[src/hdl/srwh_pkg.sv]
// ----------------------------------------------------------------------------
// srwh_pkg: shared types, constants and round functions
// Lane bundle type, initial constants, operation codes, word normalisation
// and the sip round used by both the word mixer and the finaliser.
// ----------------------------------------------------------------------------
package srwh_pkg;

  // operation codes
  localparam logic [1:0] OP_RAW    = 2'd0;
  localparam logic [1:0] OP_DOUBLE = 2'd1;
  localparam logic [1:0] OP_FLOAT  = 2'd2;

  // initial lane constants
  localparam logic [63:0] LANE_INIT0 = 64'h736f6d6570736575;
  localparam logic [63:0] LANE_INIT1 = 64'h646f72616e646f6d;
  localparam logic [63:0] LANE_INIT2 = 64'h6c7967656e657261;
  localparam logic [63:0] LANE_INIT3 = 64'h7465646279746573;

  localparam logic [63:0] FINAL_XOR  = 64'h00000000000000ff;
  localparam int unsigned HashW      = 30;

  // canonical codes after normalisation
  localparam logic [63:0] DOUBLE_NAN     = 64'h7FF0000000000001;
  localparam logic [63:0] DOUBLE_NEGZERO = 64'h8000000000000000;
  localparam logic [10:0] DOUBLE_EXP_ALL = 11'h7ff;
  localparam logic [31:0] FLOAT_NAN      = 32'h7F800001;
  localparam logic [31:0] FLOAT_NEGZERO  = 32'h80000000;
  localparam logic [7:0]  FLOAT_EXP_ALL  = 8'hff;

  // hand-off queue between word mixer and finaliser
  localparam int unsigned QDepth = 2;
  localparam int unsigned QPtrW  = $clog2(QDepth);
  localparam int unsigned QCntW  = $clog2(QDepth + 1);

  typedef struct packed {
    logic [63:0] v0;
    logic [63:0] v1;
    logic [63:0] v2;
    logic [63:0] v3;
  } lanes_t;

  typedef struct packed {
    logic [QCntW-1:0] count;
    logic             full;
    logic             empty;
  } q_status_t;

  // lanes at the start of a hash
  function automatic lanes_t lanes_init(input logic [31:0] seed);
    lanes_t r;
    r.v0 = {32'd0, seed} ^ LANE_INIT0;
    r.v1 = LANE_INIT1;
    r.v2 = {32'd0, seed} ^ LANE_INIT2;
    r.v3 = LANE_INIT3;
    return r;
  endfunction

  // one sip round
  function automatic lanes_t sip_round(input lanes_t s);
    lanes_t r;
    r    = s;
    r.v0 = r.v0 + r.v1;
    r.v2 = r.v2 + r.v3;
    r.v1 = {r.v1[50:0], r.v1[63:51]};
    r.v3 = {r.v3[50:0], r.v3[63:51]};
    r.v1 = r.v1 ^ r.v0;
    r.v3 = r.v3 ^ r.v2;
    r.v0 = {r.v0[31:0], r.v0[63:32]};
    r.v2 = r.v2 + r.v1;
    r.v0 = r.v0 + r.v3;
    r.v1 = {r.v1[46:0], r.v1[63:47]};
    r.v3 = {r.v3[42:0], r.v3[63:43]};
    r.v1 = r.v1 ^ r.v2;
    r.v3 = r.v3 ^ r.v0;
    r.v2 = {r.v2[31:0], r.v2[63:32]};
    return r;
  endfunction

  // canonical nan and zero for doubles
  function automatic logic [63:0] norm_double(input logic [63:0] w);
    logic nan;
    nan = (w[62:52] == DOUBLE_EXP_ALL) && (w[51:0] != 52'd0);
    if (nan) begin
      return DOUBLE_NAN;
    end else if (w == DOUBLE_NEGZERO) begin
      return 64'd0;
    end
    return w;
  endfunction

  // canonical nan and zero for singles, upper half dropped
  function automatic logic [63:0] norm_float(input logic [63:0] w);
    logic [31:0] n;
    n = w[31:0];
    if ((n[30:23] == FLOAT_EXP_ALL) && (n[22:0] != 23'd0)) begin
      n = FLOAT_NAN;
    end else if (n == FLOAT_NEGZERO) begin
      n = 32'd0;
    end
    return {32'd0, n};
  endfunction

endpackage

[src/hdl/srwh_queue.sv]
// ----------------------------------------------------------------------------
// srwh_queue: hand-off queue
// Short first-in first-out store of lane sets between the word mixer and
// the finaliser, so that each side stalls on its own.
// ----------------------------------------------------------------------------
module srwh_queue (
  input  logic                   clk_i,
  input  logic                   rst_ni,
  input  logic                   push_valid_i,
  input  srwh_pkg::lanes_t       push_lanes_i,
  input  logic                   pop_i,
  output srwh_pkg::lanes_t       head_lanes_o,
  output srwh_pkg::q_status_t    status_o
);
  import srwh_pkg::*;

  lanes_t           entry_q [QDepth];
  logic [QPtrW-1:0] wr_ptr_q, wr_ptr_d;
  logic [QPtrW-1:0] rd_ptr_q, rd_ptr_d;
  logic [QCntW-1:0] count_q, count_d;
  logic             push;
  logic             pop;

  assign status_o.count = count_q;
  assign status_o.full  = (count_q == QCntW'(QDepth));
  assign status_o.empty = (count_q == '0);

  assign push = push_valid_i && !status_o.full;
  assign pop  = pop_i && !status_o.empty;

  assign head_lanes_o = entry_q[rd_ptr_q];

  // pointer wrap
  function automatic logic [QPtrW-1:0] ptr_next(input logic [QPtrW-1:0] p);
    if (p == QPtrW'(QDepth - 1)) begin
      return '0;
    end
    return p + 1'b1;
  endfunction

  always_comb begin
    wr_ptr_d = push ? ptr_next(wr_ptr_q) : wr_ptr_q;
    rd_ptr_d = pop ? ptr_next(rd_ptr_q) : rd_ptr_q;
    count_d  = count_q;
    unique case ({push, pop})
      2'b10:   count_d = count_q + 1'b1;
      2'b01:   count_d = count_q - 1'b1;
      default: count_d = count_q;
    endcase
  end

  always_ff @(posedge clk_i or negedge rst_ni) begin
    if (!rst_ni) begin
      wr_ptr_q <= '0;
      rd_ptr_q <= '0;
      count_q  <= '0;
    end else begin
      wr_ptr_q <= wr_ptr_d;
      rd_ptr_q <= rd_ptr_d;
      count_q  <= count_d;
    end
  end

  // storage, no reset
  always_ff @(posedge clk_i) begin
    if (push) begin
      entry_q[wr_ptr_q] <= push_lanes_i;
    end
  end

endmodule

[config.mk]
export PLATFORM = sky130hd
export DESIGN_NAME = srwh_queue
export DESIGN_NICKNAME = d
export VERILOG_FILES = /design/src/hdl/srwh_pkg.sv /design/src/hdl/srwh_queue.sv
export SDC_FILE = /design/constraint.sdc
export NUM_CORES = 1
export LEC_CHECK = 0
export BUFFER_PORTS_ARGS = -buffer_cell sky130_fd_sc_hd__buf_2
export CORE_AREA = 5 5 205 207
export DETAILED_ROUTE_END_ITERATION = 16
export DIE_AREA = 0 0 210 212
export GPL_ROUTABILITY_DRIVEN = 0
export MAX_ROUTING_LAYER = met4
export PLACE_DENSITY = 0.76
export SKIP_CTS_REPAIR_TIMING = 1
export SLEW_MARGIN = 20
export SYNTH_ARGS = -nofsm -noshare
export SYNTH_HDL_FRONTEND = slang
export SYNTH_SLANG_ARGS = --single-unit
[constraint.sdc]
create_clock -name clk_i -period 29.5 [get_ports clk_i]
set_input_delay 2.95 -clock clk_i [delete_from_list [all_inputs] [get_ports clk_i]]
set_output_delay 2.95 -clock clk_i [all_outputs]
set_load 0.005 [all_outputs]
==> results.md <==
- Setup crit end kind: output port
- Global-route wire length before repair: a little over 60 mm
- Mapped cell area: approximately 0.020 mm2
- Placement Cell Area: between 0.02 and 0.025 mm2
- Area Growth Syn to Fin: 23.25%
- Worst Tran Pin Value: 0.9540 ns
- Die ar.: about 0.045 mm2
- Post-DRT Antenna Nets: 0
- Post-synthesis register bit count: roughly 520
- DR vias: 9636
- Detailed-placement wirelength estimate: 29.99 mm
- Final instance area: ~0.024 mm2
- Fill count: approximately 2900
- Max Buffers Root-to-Sink: 3
- Pin count of the biggest net entering global routing: approximately 70
- Fraction of layout instances using a drive strength above 1: approximately 61%
- Clock Skew: 0.02136 ns
- PwrDens: between 90 and 100 mW/mm2
- Synth Warn #: 0
- Vias per cell: roughly 5.0
- Max_slew headroom: around 36%
- Peak VDD IR: 0.1088 mV
- # DRC: 0
- Min Tclk post-route: 6.375 ns
- Initial antenna violation count: 10
- Static Leak: between 9 and 10 nW
- Final wirelength: about 42 mm
- Netlist cell types: 17
- Fmax: 156.9 MHz
- Commonest non-fill, non-tap cell in the layout: buf_2
- Post-Syn Area per Cell: roughly 24 um2
- Clock-pin slew on the worst setup and hold paths: ~0.060 ns
- DR iter-0 viols: just under 500
- Final setup fails: 0
- Crit share post-route: around 22%
- Sum Neg Setup Slack: 0 ns
- CP startpoint kind: flop
- RSZ-0062 raised after global routing: no
- Root Driver: clkbuf_16
- Final hold vios: 0
- Tightest Hold Check Type: flop to flop
- TritonCTS clock tree: built
- Die width: 210 um
- GRT Overall Usage: around a fifth
- Status: finished clean
- Fin. max-slew vios: 0
- Die extent in y: between 200 and 250 um
- Mapped Cells: 815
- CP Max Fanout: 51
- I/O pin count: between 500 and 600
- Initial core utilization: between 40% and 50%
- GRT Residual Overflow: 0
- Placed cells: 1849
- Sink Count: around 520
- Finished Layout Cells: just under 2000
- Syn Nets: between 1000 and 1500
- Max-cap violation count: 0
- Crit path kind: flop to output port
- Vias in the first global route: approximately 10000
- Total CTS buffers: 50
- Req. time, crit path: about 27 ns
- H-tree levels: 2
- Register area share after synthesis: around four fifths
- Core area: approximately 0.040 mm2
- Worst skew pair latency: 0.57 ns
- Row cnt: 74
- Most frequent cells in the layout: 519 x buf_2, 512 x edfxtp_1, 230 x mux2_4, 51 x clkbuf_16, 26 x mux2_2
- IO buf count: roughly 520
- Critical path arrival: around 3.4 ns
- WL per Instance: 21.77 um
- Final #Nets: roughly 1600
- DRT Pass-1 Iters: 4
## Yosys cell counts
cell type,number,area share (%)
buf_2,2,0.051
nand2_1,1,0.019
ha_1,1,0.064
xor2_1,2,0.089
mux2_4,230,18
nand2b_1,1,0.032
and3_1,1,0.032
inv_1,1,0.019
buf_8,11,0.84
buf_6,15,0.86
dfrtp_1,4,0.51
xnor2_1,3,0.13
mux2_2,26,1.5
edfxtp_1,512,78
nor2b_1,1,0.032
nor2_1,3,0.057
buf_12,1,0.10
## sequential cells by signal, summed over array words and instances (netlist names)
register  count
count_q       2
rd_ptr_q      1
wr_ptr_q      1
entry_q     512
## critical path: stages, from the launching register on
cell and delay [ns]:
dfrtp_4 0.71, buf_4 0.75, buf_4 0.81, mux2_4 0.36, buf_2 0.13
## power by group
part | total, mW | switching (mW) | internal [mW]
Clock | 0.585 | 0.246 | 0.339
Combinational | 0.742 | 0.354 | 0.389
Sequential | 1.05 | 0.0498 | 1.00
Total | 2.38 | 0.650 | 1.73
## metrics by stage
step / utilization, % / worst slack [ns] / total power, mW / hold slack (ns)
after detailed placement: 56.50 / 23.15 / 1.822 / 0.5095
after global routing: 60.36 / 22.97 / 2.493 / 0.5671
after floorplan: - / 14.97 / 1.616 / 0.4608
final: 60.36 / 23.12 / 2.382 / 0.5407
after CTS: 60.23 / 22.51 / 2.415 / 0.5350
after global placement: 56.43 / 23.23 / 1.807 / 0.5026
## cells by family after synthesis
family / count (synthesis) / share of synthesized area, %
buffers and inverters: 30 / 1.869
XOR/XNOR: 5 / 0.2226
flip-flops: 516 / 78.64
AND/OR/NAND/NOR: 7 / 0.1717
adder cells (fa/ha/maj): 1 / 0.06357
multiplexers: 256 / 19.04
## final timing paths
| kind | startpoint | end | slack [ns] | depth (start not counted) |
|---|---|---|---|---|
| worst max register to register | count_q[0] | entry_q[0][137] | 26.03 | 5 |
| worst min register to register | count_q[1] | count_q[1] | 0.54 | 1 |
| worst min-delay path | count_q[1] | count_q[1] | 0.54 | 1 |
| min in group asynchronous | rst_ni | rd_ptr_q | 2.18 | 1 |
| worst max-delay path | rd_ptr_q | head_lanes_o[175] | 23.12 | 4 |
| max in group asynchronous | rst_ni | rd_ptr_q | 27.18 | 1 |
## final cells by class
type	count	area [um2]	share of cell area, %
antenna	10	25.02	0.1032
clock buffer	70	1368	5.638
clock inverter	15	130.1	0.5365
inverter	1	3.754	0.01548
multi-input combinational	269	3849	15.87
sequential	516	15480	63.82
tap	532	665.6	2.744
timing repair buffer	532	2735	11.28
## per-layer routing
| metal | global-route usage [%] | wire (um) | share of wire, % | vias up |
|---|---|---|---|---|
| li1 | - | - | - | 4376 |
| met1 | 22.55 | 15760 | 37 | 4741 |
| met2 | 30.26 | 21190 | 50 | 445 |
| met3 | 5.888 | 4186 | 9.9 | 74 |
| met4 | 6.728 | 1209 | 2.9 | 0 |
| met5 | - | 0 | 0 | - |
Note: power is estimated with default switching activity, not from simulation.
