`src/hdl/srwh_pkg.sv`:
```
// ----------------------------------------------------------------------------
// srwh_pkg: shared types, constants and round functions
// Lane bundle type, initial constants, operation codes, word normalisation
// and the sip round used by both the word mixer and the finaliser.
// ----------------------------------------------------------------------------
package srwh_pkg;

  // operation codes
  localparam logic [1:0] OP_RAW    = 2'd0;
  localparam logic [1:0] OP_DOUBLE = 2'd1;
  localparam logic [1:0] OP_FLOAT  = 2'd2;

  // initial lane constants
  localparam logic [63:0] LANE_INIT0 = 64'h736f6d6570736575;
  localparam logic [63:0] LANE_INIT1 = 64'h646f72616e646f6d;
  localparam logic [63:0] LANE_INIT2 = 64'h6c7967656e657261;
  localparam logic [63:0] LANE_INIT3 = 64'h7465646279746573;

  localparam logic [63:0] FINAL_XOR  = 64'h00000000000000ff;
  localparam int unsigned HashW      = 30;

  // canonical codes after normalisation
  localparam logic [63:0] DOUBLE_NAN     = 64'h7FF0000000000001;
  localparam logic [63:0] DOUBLE_NEGZERO = 64'h8000000000000000;
  localparam logic [10:0] DOUBLE_EXP_ALL = 11'h7ff;
  localparam logic [31:0] FLOAT_NAN      = 32'h7F800001;
  localparam logic [31:0] FLOAT_NEGZERO  = 32'h80000000;
  localparam logic [7:0]  FLOAT_EXP_ALL  = 8'hff;

  // hand-off queue between word mixer and finaliser
  localparam int unsigned QDepth = 2;
  localparam int unsigned QPtrW  = $clog2(QDepth);
  localparam int unsigned QCntW  = $clog2(QDepth + 1);

  typedef struct packed {
    logic [63:0] v0;
    logic [63:0] v1;
    logic [63:0] v2;
    logic [63:0] v3;
  } lanes_t;

  typedef struct packed {
    logic [QCntW-1:0] count;
    logic             full;
    logic             empty;
  } q_status_t;

  // lanes at the start of a hash
  function automatic lanes_t lanes_init(input logic [31:0] seed);
    lanes_t r;
    r.v0 = {32'd0, seed} ^ LANE_INIT0;
    r.v1 = LANE_INIT1;
    r.v2 = {32'd0, seed} ^ LANE_INIT2;
    r.v3 = LANE_INIT3;
    return r;
  endfunction

  // one sip round
  function automatic lanes_t sip_round(input lanes_t s);
    lanes_t r;
    r    = s;
    r.v0 = r.v0 + r.v1;
    r.v2 = r.v2 + r.v3;
    r.v1 = {r.v1[50:0], r.v1[63:51]};
    r.v3 = {r.v3[50:0], r.v3[63:51]};
    r.v1 = r.v1 ^ r.v0;
    r.v3 = r.v3 ^ r.v2;
    r.v0 = {r.v0[31:0], r.v0[63:32]};
    r.v2 = r.v2 + r.v1;
    r.v0 = r.v0 + r.v3;
    r.v1 = {r.v1[46:0], r.v1[63:47]};
    r.v3 = {r.v3[42:0], r.v3[63:43]};
    r.v1 = r.v1 ^ r.v2;
    r.v3 = r.v3 ^ r.v0;
    r.v2 = {r.v2[31:0], r.v2[63:32]};
    return r;
  endfunction

  // canonical nan and zero for doubles
  function automatic logic [63:0] norm_double(input logic [63:0] w);
    logic nan;
    nan = (w[62:52] == DOUBLE_EXP_ALL) && (w[51:0] != 52'd0);
    if (nan) begin
      return DOUBLE_NAN;
    end else if (w == DOUBLE_NEGZERO) begin
      return 64'd0;
    end
    return w;
  endfunction

  // canonical nan and zero for singles, upper half dropped
  function automatic logic [63:0] norm_float(input logic [63:0] w);
    logic [31:0] n;
    n = w[31:0];
    if ((n[30:23] == FLOAT_EXP_ALL) && (n[22:0] != 23'd0)) begin
      n = FLOAT_NAN;
    end else if (n == FLOAT_NEGZERO) begin
      n = 32'd0;
    end
    return {32'd0, n};
  endfunction

endpackage

```
`src/hdl/srwh_front.sv`:
```
// ----------------------------------------------------------------------------
// srwh_front: word mixer
// Normalises each word, mixes it into the lanes with two sip rounds per
// cycle and hands the lanes of a finished message to the queue.
// ----------------------------------------------------------------------------
module srwh_front (
  input  logic                   clk_i,
  input  logic                   rst_ni,
  input  logic                   cfg_we_i,
  input  logic [31:0]            cfg_wdata_i,
  input  logic                   in_valid_i,
  output logic                   in_ready_o,
  input  logic [1:0]             operation_i,
  input  logic [63:0]            data_word_i,
  input  logic                   last_word_i,
  output logic                   push_valid_o,
  output srwh_pkg::lanes_t       push_lanes_o,
  input  srwh_pkg::q_status_t    q_status_i
);
  import srwh_pkg::*;

  logic [31:0] seed_q, seed_d;
  lanes_t      lanes_q, lanes_d;
  logic        idle_q, idle_d;
  logic        accept;
  logic [63:0] word;
  lanes_t      mixed;
  lanes_t      round_one;

  // words are taken whenever the queue can hold a finished message
  assign in_ready_o = !q_status_i.full;
  assign accept     = in_valid_i && in_ready_o;

  // normalisation
  always_comb begin
    unique case (operation_i)
      OP_DOUBLE: word = norm_double(data_word_i);
      OP_FLOAT:  word = norm_float(data_word_i);
      default:   word = data_word_i;
    endcase
  end

  // word into lane three, two rounds, word into lane zero
  always_comb begin
    round_one    = lanes_q;
    round_one.v3 = lanes_q.v3 ^ word;
    round_one    = sip_round(round_one);
    mixed        = sip_round(round_one);
    mixed.v0     = mixed.v0 ^ word;
  end

  // lanes of a finished message with the finalisation constant applied
  always_comb begin
    push_lanes_o    = mixed;
    push_lanes_o.v2 = mixed.v2 ^ FINAL_XOR;
  end
  assign push_valid_o = accept && last_word_i;

  // lane and seed update
  always_comb begin
    seed_d  = seed_q;
    lanes_d = lanes_q;
    idle_d  = idle_q;
    if (cfg_we_i) begin
      seed_d = cfg_wdata_i;
    end
    priority if (accept && last_word_i) begin
      lanes_d = lanes_init(seed_q);
      idle_d  = 1'b1;
    end else if (accept) begin
      lanes_d = mixed;
      idle_d  = 1'b0;
    end else if (cfg_we_i && idle_q) begin
      lanes_d = lanes_init(cfg_wdata_i);
    end else begin
      lanes_d = lanes_q;
    end
  end

  always_ff @(posedge clk_i or negedge rst_ni) begin
    if (!rst_ni) begin
      seed_q  <= '0;
      lanes_q <= lanes_init(32'd0);
      idle_q  <= 1'b1;
    end else begin
      seed_q  <= seed_d;
      lanes_q <= lanes_d;
      idle_q  <= idle_d;
    end
  end

endmodule

```
`config.mk`:
```
export PLATFORM = sky130hd
export DESIGN_NAME = srwh_front
export DESIGN_NICKNAME = d
export VERILOG_FILES = /design/src/hdl/srwh_pkg.sv /design/src/hdl/srwh_front.sv
export SDC_FILE = /design/constraint.sdc
export NUM_CORES = 2
export LEC_CHECK = 0
export ABC_AREA = 1
export BUFFER_PORTS_ARGS = -buffer_cell sky130_fd_sc_hd__buf_2
export CORE_MARGIN = 10
export CORE_UTILIZATION = 30
export CTS_BUF_LIST = sky130_fd_sc_hd__clkbuf_4
export CTS_CLUSTER_DIAMETER = 60
export DETAILED_ROUTE_END_ITERATION = 10
export MAX_ROUTING_LAYER = met4
export PLACE_DENSITY_LB_ADDON = 0.08
export SETUP_SLACK_MARGIN = 0.02
export SLEW_MARGIN = 30
export SYNTH_ARGS = -nofsm -noshare
export SYNTH_HDL_FRONTEND = slang
export SYNTH_SLANG_ARGS = --single-unit
```
`constraint.sdc`:
```
create_clock -name clk_i -period 20.3 [get_ports clk_i]
set_input_delay 4.06 -clock clk_i [delete_from_list [all_inputs] [get_ports clk_i]]
set_output_delay 4.06 -clock clk_i [all_outputs]
set_load 0.1 [all_outputs]
```
==> impl_metrics.yaml <==
global_route:
  grt_pass1_vias: 60900
  grt_antenna_before_repair: 24
  grt_pass1_wl_um: 469000
  overflow: 0
  grt_usage_pct: 41.1
  grt_max_degree: 117
critical_path:
  cpMostUsedCell: "nand2_2"
  required_ps: 16240
  cp_slowest_cell: "a21oi_4"
  critical-path-top-delay-family: "simple AND/OR/NAND/NOR gates"
  crit_fanout: 7
  worstPathArrival_ps: 16790
  crit_path_end_kind: "primary output"
  critPathBufInv: 26
  r2r_end: "lanes_q[235]$_DFFE_PN1P_"
  crit_type: "input port to primary output"
  start_kind: "input port"
  r2r_slack_ps: 6380
  slowest_delay_ps: 320
  r2r_cells: 69
  timing.rr.start: "lanes_q[224]$_DFFE_PN1P_"
  cp.depth: 92
floorplanning:
  die_area_um2: 168000
  initial_core_util_pct: 30.1
  die_w_um: 410
  num_rows: 143
  coreArea_um2: 152000
  num_io_pins: 365
  die_h_um: 410
clock_network:
  cts-root-buf: "clkbuf_4"
  clk_path_buf_depth: 3
  h-tree-depth: 3
  clk_pin_slew_ps: 50
  cts_buffers: 101
  cts_tree: "built"
  clock_latency_ps: 1250
  cts_sinks: 289
logic_synthesis:
  ys_seq_elements: 289
  yosysWarningCount: 0
  synth_most_common_cell: "nand2_1"
  syn_area_per_cell_um2: 6.77
  synth-edff-count: 0
  synth_top_area_share_pct: 13.9
  synth_common_cells: "nand2_1, inv_1, xor2_1"
  syn_inst: 6734
  async_flop_share_pct: 100
  seq_area_frac_synth_pct: 16.2
  yosysTopAreaCell: "ha_1"
  ys_types: 81
  synth_ff_type: "dfrtp_1"
  synth.net_count: 7355
  synthTopCellsByArea: "ha_1, xor2_1, nand2_1, inv_1, dfrtp_1"
  syn_area_um2: 45600
sta:
  max_slew_margin_pct: 20.0
  rsz0062_at_grt: "true"
  worstMarginPinSlew_ps: 1200
  min_period_ps: 20850
  max_freq_mhz: 48.0
  worst_slack_ps: -552
  finalClockSkew_ps: 152
  setup_viol: 73
  hold_viol_final: 0
  finalCritPeriodShare_pct: 103
  drv_slew: 0
layout:
  drive_gt1_share_pct: 51.5
  syn_to_final_growth_pct: 96.4
  finalNonFillerCells: 12600
  final_nets: 11100
  fin_util_pct: 59.1
min_path:
  holdPathEnd: "lanes_q[225]$_DFFE_PN0P_"
  hp-class: "register to register"
  min_from: "lanes_q[225]$_DFFE_PN0P_"
  holdPathStages: 2
status:
  violations: "negative setup slack"
  outcome: "finished, violations left"
route:
  firstDrtPassIters: 9
  wl_per_cell_um: 28.4
  dr.first_iter.drc_count: 6136
  vias: 64500
  vias_per_cell: 5.12
  ant_nets: 0
  wirelength_um: 358000
  route.detailed.drc: 0
placement:
  port_buffers: 361
  placed_cells: 12100
  place.gp.congestion: 1.17
  dp_slack_ps: -2660
  dpl.hpwl_um: 311000
flow_run:
  drv_cap: 0
-- repair_timing --
item,in CTS,in global routing
hold endpoints to repair,0,0
endpoints found under the setup margin,208,163
gates resized for setup,687,1075
hold buffers,0,0
pin swaps,208,505
buffers inserted,104,183
-- layer usage --
layer  global-route usage (%)  share of wire, %  vias up
met2                     59.4                42     2940
li1                         -                 -    29700
met1                     52.0                41    31200
met3                     8.37               9.0      712
met4                     25.8               8.4        0
met5                        -                 0        -
-- worst register-to-register path: cells and delay by family (launching register included) --
kind,cells,cell delay (ps)
simple gates,18,2180
compound gates,25,5390
flops,1,580
buf+inv,16,2020
xor+xnor,6,2250
fa+ha+maj,4,1450
-- logic make-up (layout without fill, tap and decap cells) --
kind of cell    Yosys count  count (layout)  share of synthesized area [%]
simple gates           2316            2316                           21.2
other cells               0              31                              0
mux                      17              17                          0.420
compound gates         1474            1474                           18.8
flops                   289             289                           16.2
xor+xnor               1024            1024                           20.0
fa+ha+maj               514             514                           14.2
buf+inv                1100            4905                           9.17
-- metrics by stage --
stage | hold slack, ps | setup TNS, ps | area, um2
5_1_grt | 511 | -48540 | 89600
3_3_place_gp | 473 | -274690 | 77100
4_1_cts | 492 | -28850 | 82700
6_report | 496 | -17990 | 89600
2_1_floorplan | 453 | -430 | 45800
3_5_place_dp | 479 | -292940 | 77200
-- how the worst max path moves through the flow --
stage                          startpoint                 to  slack [ps]
after floorplan           data_word_i[52]  push_lanes_o[186]        -210
after global placement    data_word_i[15]  push_lanes_o[246]       -2550
after detailed placement  data_word_i[14]  push_lanes_o[191]       -2660
after CTS                 data_word_i[12]   push_lanes_o[60]        -600
after global routing      data_word_i[14]  push_lanes_o[254]        -880
final                     data_word_i[14]  push_lanes_o[244]        -550
-- registers in the layout, summed over array words and instances, names as in the netlist --
register / cells
idle_q: 1
seed_q: 32
lanes_q: 256
-- cells in the final DEF, fill, tap and decap left out, types with 55 or more instances in the layout --
cell type,netlist,final
nand2_2,48,207
xnor2_1,298,194
o21ai_1,45,68
ha_4,0,139
ha_1,506,359
o21ai_0,333,239
nand2_4,4,60
buf_12,0,293
nand4_1,55,55
dfstp_2,139,139
clkbuf_4,0,136
a21oi_4,2,59
xor2_1,711,564
a21oi_1,610,409
inv_1,1017,934
a31oi_1,86,61
xor2_2,12,107
buf_2,4,110
nand3_1,248,200
a21oi_2,11,155
xnor2_2,1,75
o22ai_1,109,109
nor2_1,447,347
nand2_1,1375,1153
inv_2,5,81
buf_6,1,117
o21ai_2,19,62
buf_4,1,3167
nor2_2,11,77
dfrtp_1,150,150
-- final cells by class --
| class | instances | area [um2] |
|---|---|---|
| Antenna cell | 31 | 77.6 |
| Fill cell | 14300 | 62000 |
| Clock buffer | 136 | 1020 |
| Timing Repair Buffer | 3691 | 31600 |
| Clock inverter | 54 | 282 |
| Multi-Input combinational cell | 5345 | 42800 |
| Sequential cell | 289 | 7410 |
| Inverter | 1024 | 3870 |
| Tap cell | 2030 | 2540 |
Power is left out: the tool's default activity adds up to more than one toggle a clock period on the data nets, which glitch-free logic cannot reach.
