--- src/hdl/srwh_pkg.sv ---
// ----------------------------------------------------------------------------
// srwh_pkg: shared types, constants and round functions
// Lane bundle type, initial constants, operation codes, word normalisation
// and the sip round used by both the word mixer and the finaliser.
// ----------------------------------------------------------------------------
package srwh_pkg;

  // operation codes
  localparam logic [1:0] OP_RAW    = 2'd0;
  localparam logic [1:0] OP_DOUBLE = 2'd1;
  localparam logic [1:0] OP_FLOAT  = 2'd2;

  // initial lane constants
  localparam logic [63:0] LANE_INIT0 = 64'h736f6d6570736575;
  localparam logic [63:0] LANE_INIT1 = 64'h646f72616e646f6d;
  localparam logic [63:0] LANE_INIT2 = 64'h6c7967656e657261;
  localparam logic [63:0] LANE_INIT3 = 64'h7465646279746573;

  localparam logic [63:0] FINAL_XOR  = 64'h00000000000000ff;
  localparam int unsigned HashW      = 30;

  // canonical codes after normalisation
  localparam logic [63:0] DOUBLE_NAN     = 64'h7FF0000000000001;
  localparam logic [63:0] DOUBLE_NEGZERO = 64'h8000000000000000;
  localparam logic [10:0] DOUBLE_EXP_ALL = 11'h7ff;
  localparam logic [31:0] FLOAT_NAN      = 32'h7F800001;
  localparam logic [31:0] FLOAT_NEGZERO  = 32'h80000000;
  localparam logic [7:0]  FLOAT_EXP_ALL  = 8'hff;

  // hand-off queue between word mixer and finaliser
  localparam int unsigned QDepth = 2;
  localparam int unsigned QPtrW  = $clog2(QDepth);
  localparam int unsigned QCntW  = $clog2(QDepth + 1);

  typedef struct packed {
    logic [63:0] v0;
    logic [63:0] v1;
    logic [63:0] v2;
    logic [63:0] v3;
  } lanes_t;

  typedef struct packed {
    logic [QCntW-1:0] count;
    logic             full;
    logic             empty;
  } q_status_t;

  // lanes at the start of a hash
  function automatic lanes_t lanes_init(input logic [31:0] seed);
    lanes_t r;
    r.v0 = {32'd0, seed} ^ LANE_INIT0;
    r.v1 = LANE_INIT1;
    r.v2 = {32'd0, seed} ^ LANE_INIT2;
    r.v3 = LANE_INIT3;
    return r;
  endfunction

  // one sip round
  function automatic lanes_t sip_round(input lanes_t s);
    lanes_t r;
    r    = s;
    r.v0 = r.v0 + r.v1;
    r.v2 = r.v2 + r.v3;
    r.v1 = {r.v1[50:0], r.v1[63:51]};
    r.v3 = {r.v3[50:0], r.v3[63:51]};
    r.v1 = r.v1 ^ r.v0;
    r.v3 = r.v3 ^ r.v2;
    r.v0 = {r.v0[31:0], r.v0[63:32]};
    r.v2 = r.v2 + r.v1;
    r.v0 = r.v0 + r.v3;
    r.v1 = {r.v1[46:0], r.v1[63:47]};
    r.v3 = {r.v3[42:0], r.v3[63:43]};
    r.v1 = r.v1 ^ r.v2;
    r.v3 = r.v3 ^ r.v0;
    r.v2 = {r.v2[31:0], r.v2[63:32]};
    return r;
  endfunction

  // canonical nan and zero for doubles
  function automatic logic [63:0] norm_double(input logic [63:0] w);
    logic nan;
    nan = (w[62:52] == DOUBLE_EXP_ALL) && (w[51:0] != 52'd0);
    if (nan) begin
      return DOUBLE_NAN;
    end else if (w == DOUBLE_NEGZERO) begin
      return 64'd0;
    end
    return w;
  endfunction

  // canonical nan and zero for singles, upper half dropped
  function automatic logic [63:0] norm_float(input logic [63:0] w);
    logic [31:0] n;
    n = w[31:0];
    if ((n[30:23] == FLOAT_EXP_ALL) && (n[22:0] != 23'd0)) begin
      n = FLOAT_NAN;
    end else if (n == FLOAT_NEGZERO) begin
      n = 32'd0;
    end
    return {32'd0, n};
  endfunction

endpackage

--- src/hdl/srwh_final.sv ---
// ----------------------------------------------------------------------------
// srwh_final: finaliser
// Runs the four closing rounds as two pipelined stages of two rounds each
// and holds the masked lane XOR in the output register.
// ----------------------------------------------------------------------------
module srwh_final (
  input  logic                              clk_i,
  input  logic                              rst_ni,
  input  srwh_pkg::lanes_t                  head_lanes_i,
  input  srwh_pkg::q_status_t               q_status_i,
  output logic                              pop_o,
  output logic                              out_valid_o,
  input  logic                              out_ready_i,
  output logic [srwh_pkg::HashW-1:0]        hash_value_o
);
  import srwh_pkg::*;

  lanes_t            mid_q, mid_d;
  logic              mid_valid_q;
  logic              mid_load;
  logic              out_load;
  logic              out_valid_q;
  logic [HashW-1:0]  hash_q, hash_d;
  lanes_t            tail;
  logic [63:0]       folded;

  // stage enables
  assign out_load = !out_valid_q || out_ready_i;
  assign mid_load = !mid_valid_q || out_load;
  assign pop_o    = mid_load && !q_status_i.empty;

  // first two closing rounds
  assign mid_d = sip_round(sip_round(head_lanes_i));

  // last two closing rounds and lane fold
  always_comb begin
    tail   = sip_round(sip_round(mid_q));
    folded = tail.v0 ^ tail.v1 ^ tail.v2 ^ tail.v3;
    hash_d = folded[HashW-1:0];
  end

  always_ff @(posedge clk_i or negedge rst_ni) begin
    if (!rst_ni) begin
      mid_valid_q <= 1'b0;
      out_valid_q <= 1'b0;
    end else begin
      if (mid_load) begin
        mid_valid_q <= !q_status_i.empty;
      end
      if (out_load) begin
        out_valid_q <= mid_valid_q;
      end
    end
  end

  // payload registers
  always_ff @(posedge clk_i) begin
    if (pop_o) begin
      mid_q <= mid_d;
    end
    if (out_load && mid_valid_q) begin
      hash_q <= hash_d;
    end
  end

  assign out_valid_o  = out_valid_q;
  assign hash_value_o = hash_q;

endmodule

--- config.mk ---
export PLATFORM = sky130hd
export DESIGN_NAME = srwh_final
export DESIGN_NICKNAME = d
export VERILOG_FILES = /design/src/hdl/srwh_pkg.sv /design/src/hdl/srwh_final.sv
export SDC_FILE = /design/constraint.sdc
export NUM_CORES = 2
export LEC_CHECK = 0
export BUFFER_PORTS_ARGS = -buffer_cell sky130_fd_sc_hd__buf_2
export CAP_MARGIN = 20
export CORE_UTILIZATION = 50
export CTS_CLUSTER_DIAMETER = 40
export DETAILED_ROUTE_END_ITERATION = 7
export PLACE_DENSITY = 0.78
export SETUP_SLACK_MARGIN = 0.2
export SYNTH_ARGS = -nofsm -noshare
export SYNTH_HDL_FRONTEND = slang
export SYNTH_SLANG_ARGS = --single-unit
--- constraint.sdc ---
create_clock -name clk_i -period 14.7 [get_ports clk_i]
set_clock_uncertainty 0.05 [all_clocks]
set_input_delay 1.47 -clock clk_i [delete_from_list [all_inputs] [get_ports clk_i]]
set_output_delay 1.47 -clock clk_i [all_outputs]
set_load 0.01 [all_outputs]
==> impl_metrics.yaml, run 1 <==
status:
  status: "stopped before the end"
  lastStage: "global routing"
  firstError: "[ERROR GRT-0116] Global routing finished with congestion. Check the congestion regions in the DRC Viewer."
grt:
  overflow: 253
  grt_util_all_layers_pct: 65.0
  grt_max_degree: 181
  grt_pass1_vias: 80700
  grt_pass1_wl_mm: 661
logic_synthesis:
  synth-edff-count: 286
  synthCells: 8680
  synth_warnings: 0
  syn_area_per_cell_um2: 7.97
  netlist-cell-type-count: 110
  synth_seq_area_share_pct: 12.5
  synthArstFlopShare_pct: 0.694
  netlist_area_mm2: 0.0692
  ys.flop_type: "edfxtp_1"
  ys_ff_latch: 288
  synthesis.nets: 9901
clock_network:
  numCtsBuffers: 27
  cts_buffer_depth: 3
  ctsHoldBuffers: 0
  cts.sinks: 288
  cts_resized: 0
  htree_levels: 1
  cts_root_buffer: "clkbuf_16"
  post_cts_buffers: 0
placed_design:
  io_buffers: 291
  dp_hpwl_mm: 336
  place_congestion: 1.26
  dpl.cell_count: 11500
floorplan:
  fp.dieW_um: 374
  start_util_pct: 50.3
  rows: 136
  die_height_um: 374
  pin_count: 295
[cell usage after synthesis (all sizes together), types with 61 or more instances]
master     n  share of area (%)
a21oi   1006                7.3
xor2     948                 12
ha       943                 17
xnor2    888                 11
a21o     603                6.5
nand2    565                3.1
o21ai    516                3.8
nor2     460                2.5
inv      335                1.8
edfxtp   286                 12
clkbuf   206                1.1
o21bai   178                1.9
nand3    160                1.2
nand4    155                1.4
nor3     127               0.92
nor2b    115                1.0
a31oi    112                1.1
o21a     110                1.2
nand2b    99               0.89
and3      80               0.72
a211oi    62               0.71
and2      61               0.55
[per-stage QoR]
step	worst slack (ps)	cell area, µm²	hold WS [ps]	util (%)
floorplan	3090	69200	441	-
CTS	984	80000	479	58.2
global placement	738	79100	451	57.5
detailed placement	448	79100	460	57.5
[logic make-up after synthesis]
| group | count (synthesis) | share of synthesized area, % |
|---|---|---|
| buf+inv | 564 | 3.11 |
| simple gates | 1967 | 13.8 |
| xor+xnor | 1878 | 24.9 |
| flops | 288 | 12.5 |
| mux | 3 | 0.0434 |
| fa+ha+maj | 958 | 17.5 |
| compound gates | 3022 | 28.2 |
[metal layers]
layer,global-route usage (%),GRT overflow
met2,85.2,127
met5,16.8,3
met1,66.4,5
met4,66.3,105
met3,41.8,13
==> inputs of run 2 (changes only) <==
--- a/config.mk
+++ b/config.mk
@@ -7,11 +7,9 @@
 export LEC_CHECK = 0
 export BUFFER_PORTS_ARGS = -buffer_cell sky130_fd_sc_hd__buf_2
 export CAP_MARGIN = 20
-export CORE_UTILIZATION = 50
-export CTS_CLUSTER_DIAMETER = 40
+export CORE_UTILIZATION = 35
 export DETAILED_ROUTE_END_ITERATION = 7
-export PLACE_DENSITY = 0.78
-export SETUP_SLACK_MARGIN = 0.2
+export PLACE_DENSITY_LB_ADDON = 0.15
 export SYNTH_ARGS = -nofsm -noshare
 export SYNTH_HDL_FRONTEND = slang
 export SYNTH_SLANG_ARGS = --single-unit
==> constraint.sdc (replaced) <==
create_clock -name clk_i -period 19.11 [get_ports clk_i]
set_clock_uncertainty 0.05 [all_clocks]
set_input_delay 1.911 -clock clk_i [delete_from_list [all_inputs] [get_ports clk_i]]
set_output_delay 1.911 -clock clk_i [all_outputs]
set_load 0.01 [all_outputs]
==> run 2 against run 1 <==
Against the previous run: the run now ends clean; area after synthesis unchanged; synthesized cell count did not move.
==> impl_metrics.yaml, run 2 <==
floorplan:
  rows: 162
  dieArea_mm2: 0.200
  fp.dieW_um: 447
  pin_count: 295
  fp.coreArea_mm2: 0.196
  start_util_pct: 35.4
  die_height_um: 447
logic_synthesis:
  yosys.area.top_type_share_pct: 17.0
  yosysTopAreaCell: "ha_1"
  synth_warnings: 0
  syn_area_per_cell_um2: 7.97
  synth_most_common_cell: "a21oi_1"
  synth_seq_area_share_pct: 12.5
  netlist-cell-type-count: 110
  ys.flop_type: "edfxtp_1"
  synthCells: 8680
  synth-edff-count: 286
  synthesis.nets: 9901
  synth_commonest_cells: "a21oi_1, ha_1, xor2_1, xnor2_1, a21o_1"
  synthTopCellsByArea: "ha_1, edfxtp_1, xor2_1"
  netlist_area_mm2: 0.0692
  ys_ff_latch: 288
  synthArstFlopShare_pct: 0.694
timing:
  drv_slew: 0
  setup_ws_ps: 2230
  final-hold-violation-count: 0
  final.setup.tns_ps: 0
  fin_crit_sh_pct: 88.3
  setup_violations: 0
  slew_headroom_pct: 11.9
  tightest_slew_ps: 1320
  rsz0062_at_grt: "false"
  fmax_mhz: 59.2
  min_period_ps: 16880
clock_network:
  ctsHoldBuffers: 0
  cts_root_buffer: "clkbuf_16"
  clkTransAtPathRegs_ps: 70
  numCtsBuffers: 28
  htree_levels: 1
  clk_latency_ps: 650
  post_cts_buffers: 0
  cts_buffer_depth: 3
  cts_resized: 0
  cts.sinks: 288
  tritoncts: "built"
layout:
  final_cell_mix: "a21oi_1, ha_1, xor2_1"
  fin_nets: 10200
  area_growth_pct: 9.03
  largest_register_ffs: 256
  drive_gt1_share_pct: 7.20
  layout_commonest_cell: "a21oi_1"
  fill_cells: 20600
  max_flop_register: "mid_q"
detailed_routing:
  ant_nets: 0
  via_per_inst: 6.12
  wl_mm: 434
  drt-initial-drc-count: 6539
  first_pass_iters: 6
  drc: 0
  vias: 70900
  wl_per_cell_um: 37.4
grt:
  grt_pass1_wl_mm: 574
  grt_pass1_vias: 68900
  grt_max_degree: 62
  antenna_found_initial: 8
  grt_util_all_layers_pct: 42.2
  overflow: 0
worst_setup_path:
  critPathRequiredTime_ps: 19410
  endpoint_kind: "flip-flop"
  criticalPathCategory: "input pin to flip-flop"
  slowest_stage: "xor2_1"
  cp-start-kind: "input pin"
  worst-path-max-fanout: 9
  crit_arrival_ps: 17180
  cpMostUsedCell: "a21oi_1"
  critPathMaxStageDelay_ps: 1010
placed_design:
  post-place-ws_ps: 2380
  place_congestion: 1.10
  io_buffers: 291
  dp_hpwl_mm: 389
hold_path:
  hold_path_class: "flip-flop to flip-flop"
flow_run:
  maxCapViolCount: 0
status:
  status: "finished clean"
## run 2: cell families after synthesis
kind of cell | Yosys count | synth area share, %
XOR/XNOR | 1878 | 24.9
adder cells (fa/ha/maj) | 958 | 17.5
buffers and inverters | 564 | 3.11
AND/OR/NAND/NOR | 1967 | 13.8
AO/OA/AOI/OAI | 3022 | 28.2
multiplexers | 3 | 0.0434
flip-flops | 288 | 12.5
## run 2: critical path, delay by kind of cell
family,cells,cell delay [ps]
fa+ha+maj,4,1900
simple gates,9,1700
compound gates,23,7460
xor+xnor,8,3930
buf+inv,1,160
## run 2: cell type report
cell class                      instances  area (µm²)  share of cell area [%]
Antenna cell                            9        22.5                  0.0298
Clock buffer                           31         712                   0.943
Clock inverter                         18         209                   0.277
Inverter                              335        1260                    1.67
Multi-Input combinational cell       7828       58600                    77.6
Sequential cell                       288        8640                    11.4
Tap cell                             2624        3280                    4.35
Timing Repair Buffer                  459        2770                    3.67
## run 2: metrics by stage
step | std cells | utilization [%] | area (µm²) | hold WS [ps]
floorplan | 8680 | - | 69200 | 421
global placement | 11500 | 37.9 | 74200 | 454
detailed placement | 11500 | 38.0 | 74300 | 475
CTS | 11600 | 38.4 | 75200 | 516
global route | 11600 | 38.6 | 75500 | 556
finish | 11600 | 38.6 | 75500 | 502
## run 2: metal layers
metal  global-route usage, %  wire [µm]
met1                    41.1     146000
met2                    70.6     201000
met3                    5.97      21900
met4                    52.7      65300
met5                       0         41
## run 2: final timing paths
path                                   start          endpoint  slack, ps  cells after the start
min in group asynchronous             rst_ni       mid_valid_q       1010                      1
max in group asynchronous             rst_ni       out_valid_o      17910                      1
hold reg to reg                  out_valid_o       out_valid_o        500                      2
setup / recovery           head_lanes_i[155]         mid_q[63]       2230                     45
setup reg to reg                    mid_q[1]  hash_value_o[20]       3010                     38
hold / removal                   out_valid_o       out_valid_o        500                      2
Power of run 2 is left out: the tool's default activity adds up to more than one toggle a clock period on the data nets, which glitch-free logic cannot reach.
